$ cat config.mk
export PLATFORM = sky130hd
export DESIGN_NAME = eafr_isqrt
export DESIGN_NICKNAME = d
export VERILOG_FILES = /design/src/hw/rtl/eafr_isqrt.sv
export SDC_FILE = /design/constraint.sdc
export NUM_CORES = 1
export LEC_CHECK = 0
export ABC_AREA = 1
export ABC_CLOCK_PERIOD_IN_PS = 2600
export BUFFER_PORTS_ARGS = -buffer_cell sky130_fd_sc_hd__buf_2
export CAP_MARGIN = 0
export CORE_ASPECT_RATIO = 2
export CORE_MARGIN = 10
export CORE_UTILIZATION = 40
export DETAILED_ROUTE_END_ITERATION = 10
export PLACE_DENSITY_LB_ADDON = 0.08
export SLEW_MARGIN = 15
export SYNTH_ARGS = -nofsm -noshare
export SYNTH_HDL_FRONTEND = slang
export SYNTH_SLANG_ARGS = --single-unit
$ cat constraint.sdc
create_clock -name clock -period 2.6 [get_ports clock]
set_input_delay 0.26 -clock clock [delete_from_list [all_inputs] [get_ports clock]]
set_output_delay 0.26 -clock clock [all_outputs]
set_load 0.1 [all_outputs]
$ cat src/hw/rtl/eafr_isqrt.sv
// Pipelined integer square root, one root bit per stage.
module eafr_isqrt (
   input  logic        clock,
   input  logic        reset,
   input  logic        in_valid,
   input  logic [28:0] in_radicand,
   output logic        out_valid,
   output logic [14:0] out_root
);

   localparam int STAGES = 15;

   logic [28:0] rem_ff [0:STAGES];
   logic [28:0] root_ff [0:STAGES];
   logic [STAGES:0] valid_ff;

   always_ff @(posedge clock) begin
      rem_ff[0] <= in_radicand;
      root_ff[0] <= '0;
   end

   always_ff @(posedge clock) begin
      if (reset) begin
         valid_ff <= '0;
      end else begin
         valid_ff <= {valid_ff[STAGES-1:0], in_valid};
      end
   end

   for (genvar s = 0; s < STAGES; s++) begin : g_stage
      localparam logic [28:0] BIT = 29'd1 << (2 * (STAGES - 1 - s));
      logic [28:0] rem_in;
      logic [28:0] root_in;
      always_comb begin
         if (rem_ff[s] >= root_ff[s] + BIT) begin
            rem_in = rem_ff[s] - (root_ff[s] + BIT);
            root_in = (root_ff[s] >> 1) + BIT;
         end else begin
            rem_in = rem_ff[s];
            root_in = root_ff[s] >> 1;
         end
      end
      always_ff @(posedge clock) begin
         rem_ff[s+1] <= rem_in;
         root_ff[s+1] <= root_in;
      end
   end

   assign out_valid = valid_ff[STAGES];
   assign out_root = root_ff[STAGES][14:0];

endmodule

==> metrics.md <==
| Metric | Value |
|---|---|
| Result of the run | finished clean |
| Normalized max-slew margin | 51.4% |
| Leading cell type in the layout, fill and taps excluded | sky130_fd_sc_hd__nand2_1 |
| Placement row count | 128 |
| Buffer depth of the longest clock path | 3 |
| Synth Warn # | 0 |
| Syn Std Cell Area | 24700 sq um |
| Setup slack at placement | 0.172 ns |
| Leakage power summed over all cells | 14.6 nW |
| Total number of vias | 20719 |
| Utilization after layout | 46.2% |
| Part of the power in combinational logic | 41.7% |
| Distinct cell type count after synthesis | 44 |
| CP Capture Type | register |
| Maximum vdd drop | 689 uV |
| Cell with the largest stage delay on the worst path | sky130_fd_sc_hd__a21oi_1 |
| Arrival time at the worst endpoint | 2.91 ns |
| Average footprint of a synthesized cell | 7.36 sq um |
| Maximum operating frequency | 0.416 GHz |
| Number of buffers inserted during clock tree synthesis | 51 |
| Setup repair after global routing missed its margin | false |
| TritonCTS clock tree | done |
| Residual DRC | 0 |
| CP Cell Sequence | inv_1 -> ha_1 -> nand2_1 -> inv_1 -> nand2_1 -> nand2_1 -> inv_1 -> nand3_1 -> a21oi_1 -> inv_1 -> nand2_1 -> nand2_1 |
| Filler instances | 6162 |
| Post-DP Area | 26100 sq um |
| Final WS setup | 0.194 ns |
| Total wire length | 81.4 mm |
| CP max FO | 4 |
| Number of top-level pins | 48 |
| Cells after DPL | 4204 |
| Number of optimization iterations in the first detailed-route pass | 5 |
| Minimum hold slack | 0.264 ns |
| Fin nets | 3672 |
| Die Outline Area | 72600 sq um |
| Vias in the first global route | 21826 |
| Critical Setup Path Class | register to register |
| Summed negative setup slack over all endpoints | 0 ns |
| HPWL after detailed placement | 67.6 mm |
| Number of storage elements in the synthesis netlist | 571 |
| Number of vias per cell after detailed routing | 4.79 |
| RD Place Congestion | 1.00 |
| Skew-Pair Late Insertion Delay | 0.64 ns |
| Total global routing track utilization | 22.3% |
| Remaining number of nets flagged by the antenna check after routing | 0 |
| Total of endpoints with negative setup slack in the final report | 0 |
| Number of standard cells in the final layout excluding fillers | 4329 |
| Share of total power in sequential cells | 36.3% |
| H-tree depth | 2 |
| Starting utilization of the core area | 40.4% |
| Post-synthesis instance total | 3349 |
| WP buf/inv | 4 |
| Fraction of layout cells with a size suffix above 1 | 7.98% |
| Root buffer cell | sky130_fd_sc_hd__clkbuf_16 |
| Maximum clock skew at final layout | 0.0353 ns |
| Starting DRT DRC Count | 864 |
| Clk network pwr share | 22.0% |
| Minimum period implied by the final worst setup slack | 2.41 ns |
| Count of input and output buffers | 47 |
| Core region area | 61000 sq um |
| Cell internal power dissipation | 20.3 mW |
| Clock slew seen by the registers of the worst setup and hold paths | 0.07 ns |
| Pins over their slew limit | 0 |
| Critical Path RT | 3.10 ns |
| Switching share of power | 43.2% |
| Top library cells by usage in the layout, fill and taps aside | sky130_fd_sc_hd__nand2_1, sky130_fd_sc_hd__dfxtp_1, sky130_fd_sc_hd__inv_1 |
| Post-synthesis sequential area ratio | 46.4% |
| Die Ht | 371 microns |
| Reported max-cap violation count | 0 |
| Initial antenna violation count | 0 |
| Post-CTS repair timing setup buffer count | 0 |
| Tot Pwr | 35.8 mW |
| Peak per-stage delay on the critical path | 0.49 ns |
| Global-route wire length before repair | 122 mm |
| Finished layout cell area | 28200 sq um |
| Synth-to-Final Area Change | 14.4% |
| Sort of element at the start of the critical path | register |
| Global-route congestion overflow total | 0 |
| Die width | 196 microns |
| Hold Path Class | input port to register |
| Critical path's most frequent cell | sky130_fd_sc_hd__nand2_1 |
| Fraction of the cycle the final worst path needs | 92.6% |
| Areal power density over the cells | 1270 nW/um^2 |
| Largest delay contributor family on the critical path | simple AND/OR/NAND/NOR gates |
| Worst slew pin tran | 0.728 ns |
| Mean routed wirelength per cell | 18.8 microns |
| Total clock sinks | 571 |
| Net count of the mapped netlist | 3512 |
| Psw | 15.5 mW |
| Pin count of the biggest net entering global routing | 22 |
| Hold Vio Cnt, Final | 0 |
## cells by family (layout without fill, tap and decap cells)
family | after synthesis | after routing | synth area share, %
AND/OR/NAND/NOR | 1826 | 1826 | 30.8
XOR/XNOR | 84 | 84 | 2.98
buffers and inverters | 570 | 769 | 9.15
AO/OA/AOI/OAI | 166 | 166 | 4.00
other | 1 | 2 | 0.0152
adder cells (fa/ha/maj) | 131 | 131 | 6.65
flip-flops | 571 | 571 | 46.4
## worst paths after layout
kind,startpoint,end,slack (ns),cells after the start
min reg2reg,rem_ff[0][8],rem_ff[0][37],0.32,0
max reg2reg,root_ff[13][9],rem_ff[1][193],0.19,12
min,in_radicand[27],rem_ff[0][27],0.26,2
max,root_ff[13][9],rem_ff[1][193],0.19,12
## power by group through the flow
stage | logic (mW) | registers [mW] | clock network, mW
CTS | 14.9 | 13.0 | 8.06
floorplan | 10.4 | 12.3 | 0
detailed placement | 14.8 | 13.2 | 0
global placement | 14.7 | 13.2 | 0
finish | 14.9 | 13.0 | 7.86
global route | 16.9 | 13.2 | 8.36
## worst reg2reg max path: stages (launching register included)
cell and delay [ns]:
sky130_fd_sc_hd__dfxtp_1 0.35, sky130_fd_sc_hd__inv_1 0.06, sky130_fd_sc_hd__ha_1 0.35, sky130_fd_sc_hd__nand2_1 0.11
sky130_fd_sc_hd__inv_1 0.08, sky130_fd_sc_hd__nand2_1 0.09, sky130_fd_sc_hd__nand2_1 0.16, sky130_fd_sc_hd__inv_1 0.09
sky130_fd_sc_hd__nand3_1 0.30, sky130_fd_sc_hd__a21oi_1 0.49, sky130_fd_sc_hd__inv_1 0.08, sky130_fd_sc_hd__nand2_1 0.07
sky130_fd_sc_hd__nand2_1 0.05
## area by class of cell
cell class | count | area, sq um | share of cell area, %
antenna | 1 | 2.50 | 0.00887
clock buffer | 63 | 1390 | 4.93
clock inverter | 29 | 369 | 1.31
inverter | 543 | 2040 | 7.24
multi-input combinational | 2208 | 11000 | 38.9
sequential | 571 | 11400 | 40.5
tap | 780 | 976 | 3.46
timing repair buffer | 134 | 1020 | 3.61
## routing by layer
| metal | track usage [%] | wire, microns |
|---|---|---|
| met1 | 14.9 | 21800 |
| met2 | 47.6 | 47900 |
| met3 | 2.65 | 2120 |
| met4 | 22.4 | 9450 |
| met5 | 0 | 0 |
## state kept, by name (all words and copies together) (netlist names)
signal / count
root_ff: 120
rem_ff: 435
valid_ff: 16
## what timing repair did
action                                  in CTS  in global routing
resized for setup                            0                  4
hold buffers                                32                  0
endpoints found under the setup margin       0                 18
hold endpoints to repair                    43                  0
## cell usage after synthesis, drive strengths merged
| library cell | n | area (sq um) |
|---|---|---|
| dfxtp | 571 | 11400 |
| clkbuf | 4 | 15.0 |
| nor4 | 11 | 68.8 |
| or2b | 1 | 7.51 |
| xnor2 | 23 | 201 |
| conb | 1 | 3.75 |
| nor2 | 370 | 1480 |
| nor3b | 4 | 30.0 |
| or2 | 11 | 68.8 |
| a211oi | 4 | 35.0 |
| nor2b | 1 | 6.26 |
| o21bai | 4 | 30.0 |
| xor2 | 61 | 534 |
| nand2 | 1125 | 4250 |
| a21boi | 5 | 37.5 |
| nand2b | 1 | 6.26 |
| nand3b | 18 | 135 |
| a21oi | 97 | 576 |
| o21ai | 48 | 248 |
| a21o | 6 | 45.0 |
| nand4 | 53 | 332 |
| buf | 23 | 203 |
| o211ai | 2 | 15.0 |
| nor3 | 27 | 150 |
| nand3 | 202 | 1060 |
| and2 | 2 | 12.5 |
| ha | 131 | 1640 |
| inv | 543 | 2040 |
Power figures use the tool's default switching activity.
