`src/hw/rtl/eafr_pkg.sv`:
```
// Shared types and constants for the Euler angle extraction pipeline.
package eafr_pkg;

   localparam int MAX_STEPS = 24;
   localparam int ANG_W = 27;
   localparam int VEC_W = 34;
   localparam int CFG_W = 15;
   localparam logic signed [ANG_W-1:0] DEG180_Z = 27'sd11796480;
   localparam logic signed [15:0] DEG90_OUT = 16'sd11520;
   localparam logic signed [ANG_W-1:0] OUT_LIMIT = 27'sd23040;
   localparam logic signed [16:0] ONE_Q14 = 17'sd16384;

   typedef enum logic [1:0] {
      LOCK_NONE = 2'd0,
      LOCK_POS = 2'd1,
      LOCK_NEG = 2'd2
   } lock_type;

   function automatic logic signed [ANG_W-1:0] atan_deg16(input int idx);
      logic signed [ANG_W-1:0] r;
      case (idx)
         0: r = 27'sd2949120;
         1: r = 27'sd1740967;
         2: r = 27'sd919879;
         3: r = 27'sd466945;
         4: r = 27'sd234379;
         5: r = 27'sd117304;
         6: r = 27'sd58666;
         7: r = 27'sd29335;
         8: r = 27'sd14668;
         9: r = 27'sd7334;
         10: r = 27'sd3667;
         11: r = 27'sd1833;
         12: r = 27'sd917;
         13: r = 27'sd458;
         14: r = 27'sd229;
         15: r = 27'sd115;
         16: r = 27'sd57;
         17: r = 27'sd29;
         18: r = 27'sd14;
         19: r = 27'sd7;
         20: r = 27'sd4;
         21: r = 27'sd2;
         22: r = 27'sd1;
         default: r = '0;
      endcase
      return r;
   endfunction

endpackage

```
`src/hw/rtl/eafr_cordic.sv`:
```
// Pipelined vectoring CORDIC giving atan2 in degrees with 7 fraction bits.
module eafr_cordic #(
   parameter int STEPS = 16,
   parameter int DELAY = 0
) (
   input  logic               clock,
   input  logic signed [16:0] in_y,
   input  logic signed [16:0] in_x,
   output logic signed [15:0] out_angle
);

   localparam int N = (STEPS > eafr_pkg::MAX_STEPS) ? eafr_pkg::MAX_STEPS : STEPS;
   localparam int VW = eafr_pkg::VEC_W;
   localparam int AW = eafr_pkg::ANG_W;

   logic signed [VW-1:0] x_ff [0:N];
   logic signed [VW-1:0] y_ff [0:N];
   logic signed [AW-1:0] z_ff [0:N];
   logic zero_ff [0:N];
   logic signed [AW-1:0] dly_ff [0:DELAY];
   logic signed [15:0] res_ff;

   logic signed [VW-1:0] x0_in, y0_in;
   logic signed [AW-1:0] z0_in;

   always_comb begin
      x0_in = VW'(in_x) <<< 14;
      y0_in = VW'(in_y) <<< 14;
      z0_in = '0;
      if (in_x < 0) begin
         z0_in = (in_y >= 0) ? eafr_pkg::DEG180_Z : -eafr_pkg::DEG180_Z;
         x0_in = -x0_in;
         y0_in = -y0_in;
      end
   end

   always_ff @(posedge clock) begin
      x_ff[0] <= x0_in;
      y_ff[0] <= y0_in;
      z_ff[0] <= z0_in;
      zero_ff[0] <= (in_x == 0) && (in_y == 0);
   end

   for (genvar i = 0; i < N; i++) begin : g_step
      always_ff @(posedge clock) begin
         zero_ff[i+1] <= zero_ff[i];
         if (y_ff[i] >= 0) begin
            x_ff[i+1] <= x_ff[i] + (y_ff[i] >>> i);
            y_ff[i+1] <= y_ff[i] - (x_ff[i] >>> i);
            z_ff[i+1] <= z_ff[i] + eafr_pkg::atan_deg16(i);
         end else begin
            x_ff[i+1] <= x_ff[i] - (y_ff[i] >>> i);
            y_ff[i+1] <= y_ff[i] + (x_ff[i] >>> i);
            z_ff[i+1] <= z_ff[i] - eafr_pkg::atan_deg16(i);
         end
      end
   end

   logic signed [AW-1:0] rnd_in;
   always_comb begin
      rnd_in = (z_ff[N] + $signed(AW'(256))) >>> 9;
      if (zero_ff[N]) rnd_in = '0;
      else if (rnd_in > eafr_pkg::OUT_LIMIT) rnd_in = eafr_pkg::OUT_LIMIT;
      else if (rnd_in < -eafr_pkg::OUT_LIMIT) rnd_in = -eafr_pkg::OUT_LIMIT;
   end

   always_ff @(posedge clock) begin
      dly_ff[0] <= rnd_in;
   end
   for (genvar d = 0; d < DELAY; d++) begin : g_dly
      always_ff @(posedge clock) dly_ff[d+1] <= dly_ff[d];
   end
   always_ff @(posedge clock) res_ff <= dly_ff[DELAY][15:0];

   assign out_angle = res_ff;

endmodule

```
`config.mk`:
```
export PLATFORM = sky130hd
export DESIGN_NAME = eafr_cordic
export DESIGN_NICKNAME = d
export VERILOG_FILES = /design/src/hw/rtl/eafr_pkg.sv /design/src/hw/rtl/eafr_cordic.sv
export SDC_FILE = /design/constraint.sdc
export NUM_CORES = 2
export LEC_CHECK = 0
export BUFFER_PORTS_ARGS = -buffer_cell sky130_fd_sc_hd__buf_2
export CORE_UTILIZATION = 47
export DETAILED_ROUTE_END_ITERATION = 16
export PLACE_DENSITY = 0.68
export SLEW_MARGIN = 0
export SYNTH_ARGS = -nofsm -noshare
export SYNTH_HDL_FRONTEND = slang
export SYNTH_SLANG_ARGS = --single-unit
```
`constraint.sdc`:
```
create_clock -name clock -period 7.95 [get_ports clock]
set_input_delay 0 -clock clock [delete_from_list [all_inputs] [get_ports clock]]
set_output_delay 0 -clock clock [all_outputs]
set_load 0.02 [all_outputs]
```
==> results.json <==
{
  "outcome": "completed",
  "worstMarginPinSlew_ns": 1.35,
  "max_freq_ghz": 0.180,
  "antenna_found_initial": 4,
  "clk_pin_slew_ns": 0.06,
  "portBuffers": 50,
  "netlist_area_um2": 93900,
  "grt_max_degree": 72,
  "cts_resized": 0,
  "die-area_um2": 201000,
  "regToRegSetupSlack_ns": 2.39,
  "cp-endpoint": "x_ff[7][33]$_DFF_P_",
  "grt_pass1_wl_um": 405000,
  "cts.sinks": 1305,
  "grt_busiest_layer": "met2",
  "syn_area_per_cell_um2": 8.54,
  "drtAntennaViolNets": 0,
  "cap_violations": 0,
  "synth_edf_count": 0,
  "core_area_um2": 198000,
  "ys_seq_area_share_pct": 27.8,
  "placedCellCount": 13600,
  "syn_to_final_growth_pct": 10.6,
  "setup_tns_ns": 0,
  "post_synth_num_cell_types": 93,
  "start_util_pct": 47.4,
  "cp-end-kind": "flip-flop",
  "finalInstanceArea_um2": 104000,
  "cp_data_arrival_time_ns": 6.25,
  "synthArstFlopShare_pct": 0,
  "layout-drive-gt1-share_pct": 4.13,
  "grt-ovfl-total": 0,
  "yosysWarningCount": 0,
  "gp_congestion": 0.958,
  "fillers": 18300,
  "cts_buffer_depth": 3,
  "cts_tree": "done",
  "fin_crit_ns": 5.56,
  "r2r_cells": 19,
  "drt_pre_antenna_iters": 6,
  "vias": 79900,
  "grt_pass1_vias": 77100,
  "start_kind": "flip-flop",
  "slew-limit-headroom_pct": 8.58,
  "vias_per_cell": 5.70,
  "postCtsSetupRepairBufs": 0,
  "hold_path.class": "input pin to flip-flop",
  "clk_latency_ns": 0.83,
  "dieWidth_um": 449,
  "grt_use_total_pct": 24.4,
  "fp-row-count": 163,
  "finalHoldWorstSlack_ns": 0.121,
  "cts_root_buf": "clkbuf_16",
  "syn_inst": 11000,
  "r2r-end": "x_ff[7][33]$_DFF_P_",
  "r2r_start": "y_ff[6][13]$_DFF_P_",
  "use_met2_pct": 42.5,
  "numCtsBuffers": 149,
  "hold_violations": 0,
  "die_y_um": 449,
  "drt_iter0_drc": 5034,
  "critical_path.startpoint": "y_ff[6][13]$_DFF_P_",
  "final-setup-viol-count": 0,
  "io_pins": 51,
  "wl_per_cell_um": 18.2,
  "hpwl_um": 205000,
  "critPathKind": "flip-flop to flip-flop",
  "placed_area_um2": 97400,
  "slew_violations": 0,
  "synth_seq_cells": 1305,
  "layout.nets": 12600,
  "synth_flop_cell": "dfxtp_1",
  "fin_cells": 14000,
  "wl_um": 255000,
  "critPathMaxFanout": 6,
  "grtUsageMet1_pct": 30.7,
  "hold_buffers": 99,
  "grt.met3_usage_pct": 3.02,
  "rsz0062_at_grt": "false",
  "h-tree-depth": 4,
  "drc": 0,
  "skew_ns": 0.0443,
  "fin_crit_sh_pct": 69.9,
  "crit_required_ns": 8.64
}
## critical path: stages (launching register included)
cell,delay [ns]
dfxtp_1,0.34
or3_1,0.40
or2_1,0.24
or4_1,0.54
or3_1,0.41
or3_1,0.36
or2_1,0.25
o31ai_1,0.26
xnor2_1,0.18
ha_1,0.33
a21o_1,0.19
a21oi_1,0.16
o21ai_0,0.13
a21oi_1,0.22
o21bai_1,0.08
a21o_1,0.20
o311ai_0,0.34
a21boi_0,0.22
o21a_1,0.23
o311ai_0,0.35
## cell usage after synthesis (18+ instances only)
cell	instances	area share, %
a2111oi_0	23	0.21
a211o_1	23	0.21
a211oi_1	85	0.68
a21boi_0	49	0.39
a21o_1	392	3.1
a21oi_1	872	4.6
a31o_2	25	0.23
a31oi_1	94	0.63
and2_1	55	0.37
and3_1	101	0.67
and4_1	18	0.17
buf_1	19	0.076
clkbuf_1	121	0.48
dfxtp_1	1305	28
fa_1	34	0.73
ha_1	1240	17
inv_1	533	2.1
nand2_1	644	2.6
nand2b_1	172	1.1
nand3_1	214	1.1
nand4_1	62	0.41
nor2_1	861	3.4
nor2b_1	157	1.0
nor3_1	253	1.3
nor4_1	59	0.39
o2111ai_1	26	0.24
o211ai_1	47	0.38
o21a_1	184	1.5
o21ai_0	682	3.6
o21bai_1	150	1.2
o31ai_1	193	1.5
o41ai_1	92	0.86
or2_2	59	0.39
or3_1	168	1.1
or4_1	83	0.66
xnor2_1	1067	10
xor2_1	546	5.1
## stage by stage
step           setup slack (ns)  utilization [%]
2_1_floorplan              3.15                -
3_3_place_gp               2.43             49.2
3_5_place_dp               2.55             49.2
4_1_cts                    2.45             52.5
5_1_grt                    1.99             52.5
6_report                   2.39             52.5
## registers in the layout, indices dropped and copies added (netlist names)
signal	flops
y_ff	444
x_ff	430
z_ff	382
zero_ff	17
dly_ff	16
out_angle	16
## worst min-delay path by stage
stage,start,end,slack [ns],depth (start not counted)
4_1_cts,in_y[16],y_ff[0][32]$_DFF_P_,0.06,5
3_3_place_gp,in_y[0],y_ff[0][14]$_DFF_P_,0.12,1
6_report,in_y[16],y_ff[0][32]$_DFF_P_,0.12,5
2_1_floorplan,in_x[0],x_ff[0][14]$_DFF_P_,0.03,0
3_5_place_dp,in_y[0],y_ff[0][14]$_DFF_P_,0.12,1
5_1_grt,in_y[16],z_ff[0][25]$_SDFF_PN0_,0.13,4
## routing by layer
| layer | up-vias | wire length [µm] |
|---|---|---|
| li1 | 40000 | - |
| met1 | 37700 | 113000 |
| met2 | 1757 | 120000 |
| met3 | 456 | 11700 |
| met4 | 2 | 9440 |
| met5 | - | 12 |
## cell families after synthesis
logic type               synth area share (%)
adder cells (fa/ha/maj)                  17.3
AO/OA/AOI/OAI                            21.7
multiplexers                            0.209
XOR/XNOR                                 15.1
other                                 0.00400
flip-flops                               27.8
buffers and inverters                    2.72
AND/OR/NAND/NOR                          15.3
## placed cells by master (no fill, tap or decap), drive strengths merged, types with 48 or more instances in the layout
| cell | n |
|---|---|
| nor2b | 157 |
| o31ai | 196 |
| o21bai | 150 |
| xor2 | 546 |
| nand2 | 644 |
| nor3 | 254 |
| and3 | 101 |
| a211oi | 85 |
| buf | 74 |
| nor2 | 861 |
| or3 | 169 |
| o211ai | 48 |
| a31oi | 95 |
| dlygate4sd3 | 99 |
| ha | 1240 |
| a21boi | 49 |
| o21ai | 698 |
| nand4 | 63 |
| or2 | 63 |
| clkbuf | 190 |
| nand2b | 172 |
| o21a | 184 |
| a21oi | 873 |
| nor4 | 60 |
| conb | 81 |
| dfxtp | 1305 |
| xnor2 | 1067 |
| a21o | 392 |
| o41ai | 97 |
| or4 | 87 |
| nand3 | 214 |
| and2 | 55 |
| inv | 545 |
## area by class of cell
cell class	count	area [µm²]	area share, %
flip-flops and latches	1305	26100	25.2
inverters	533	2000	1.93
repair buffers	173	1420	1.37
multi-input cells	9091	65500	63.1
clock inverters	82	1330	1.28
well taps	2640	3300	3.18
diodes	2	5.00	0.00482
clock buffers	190	4140	3.98
Power is left out: the tool's default activity adds up to more than one toggle a clock period on the data nets, which glitch-free logic cannot reach.
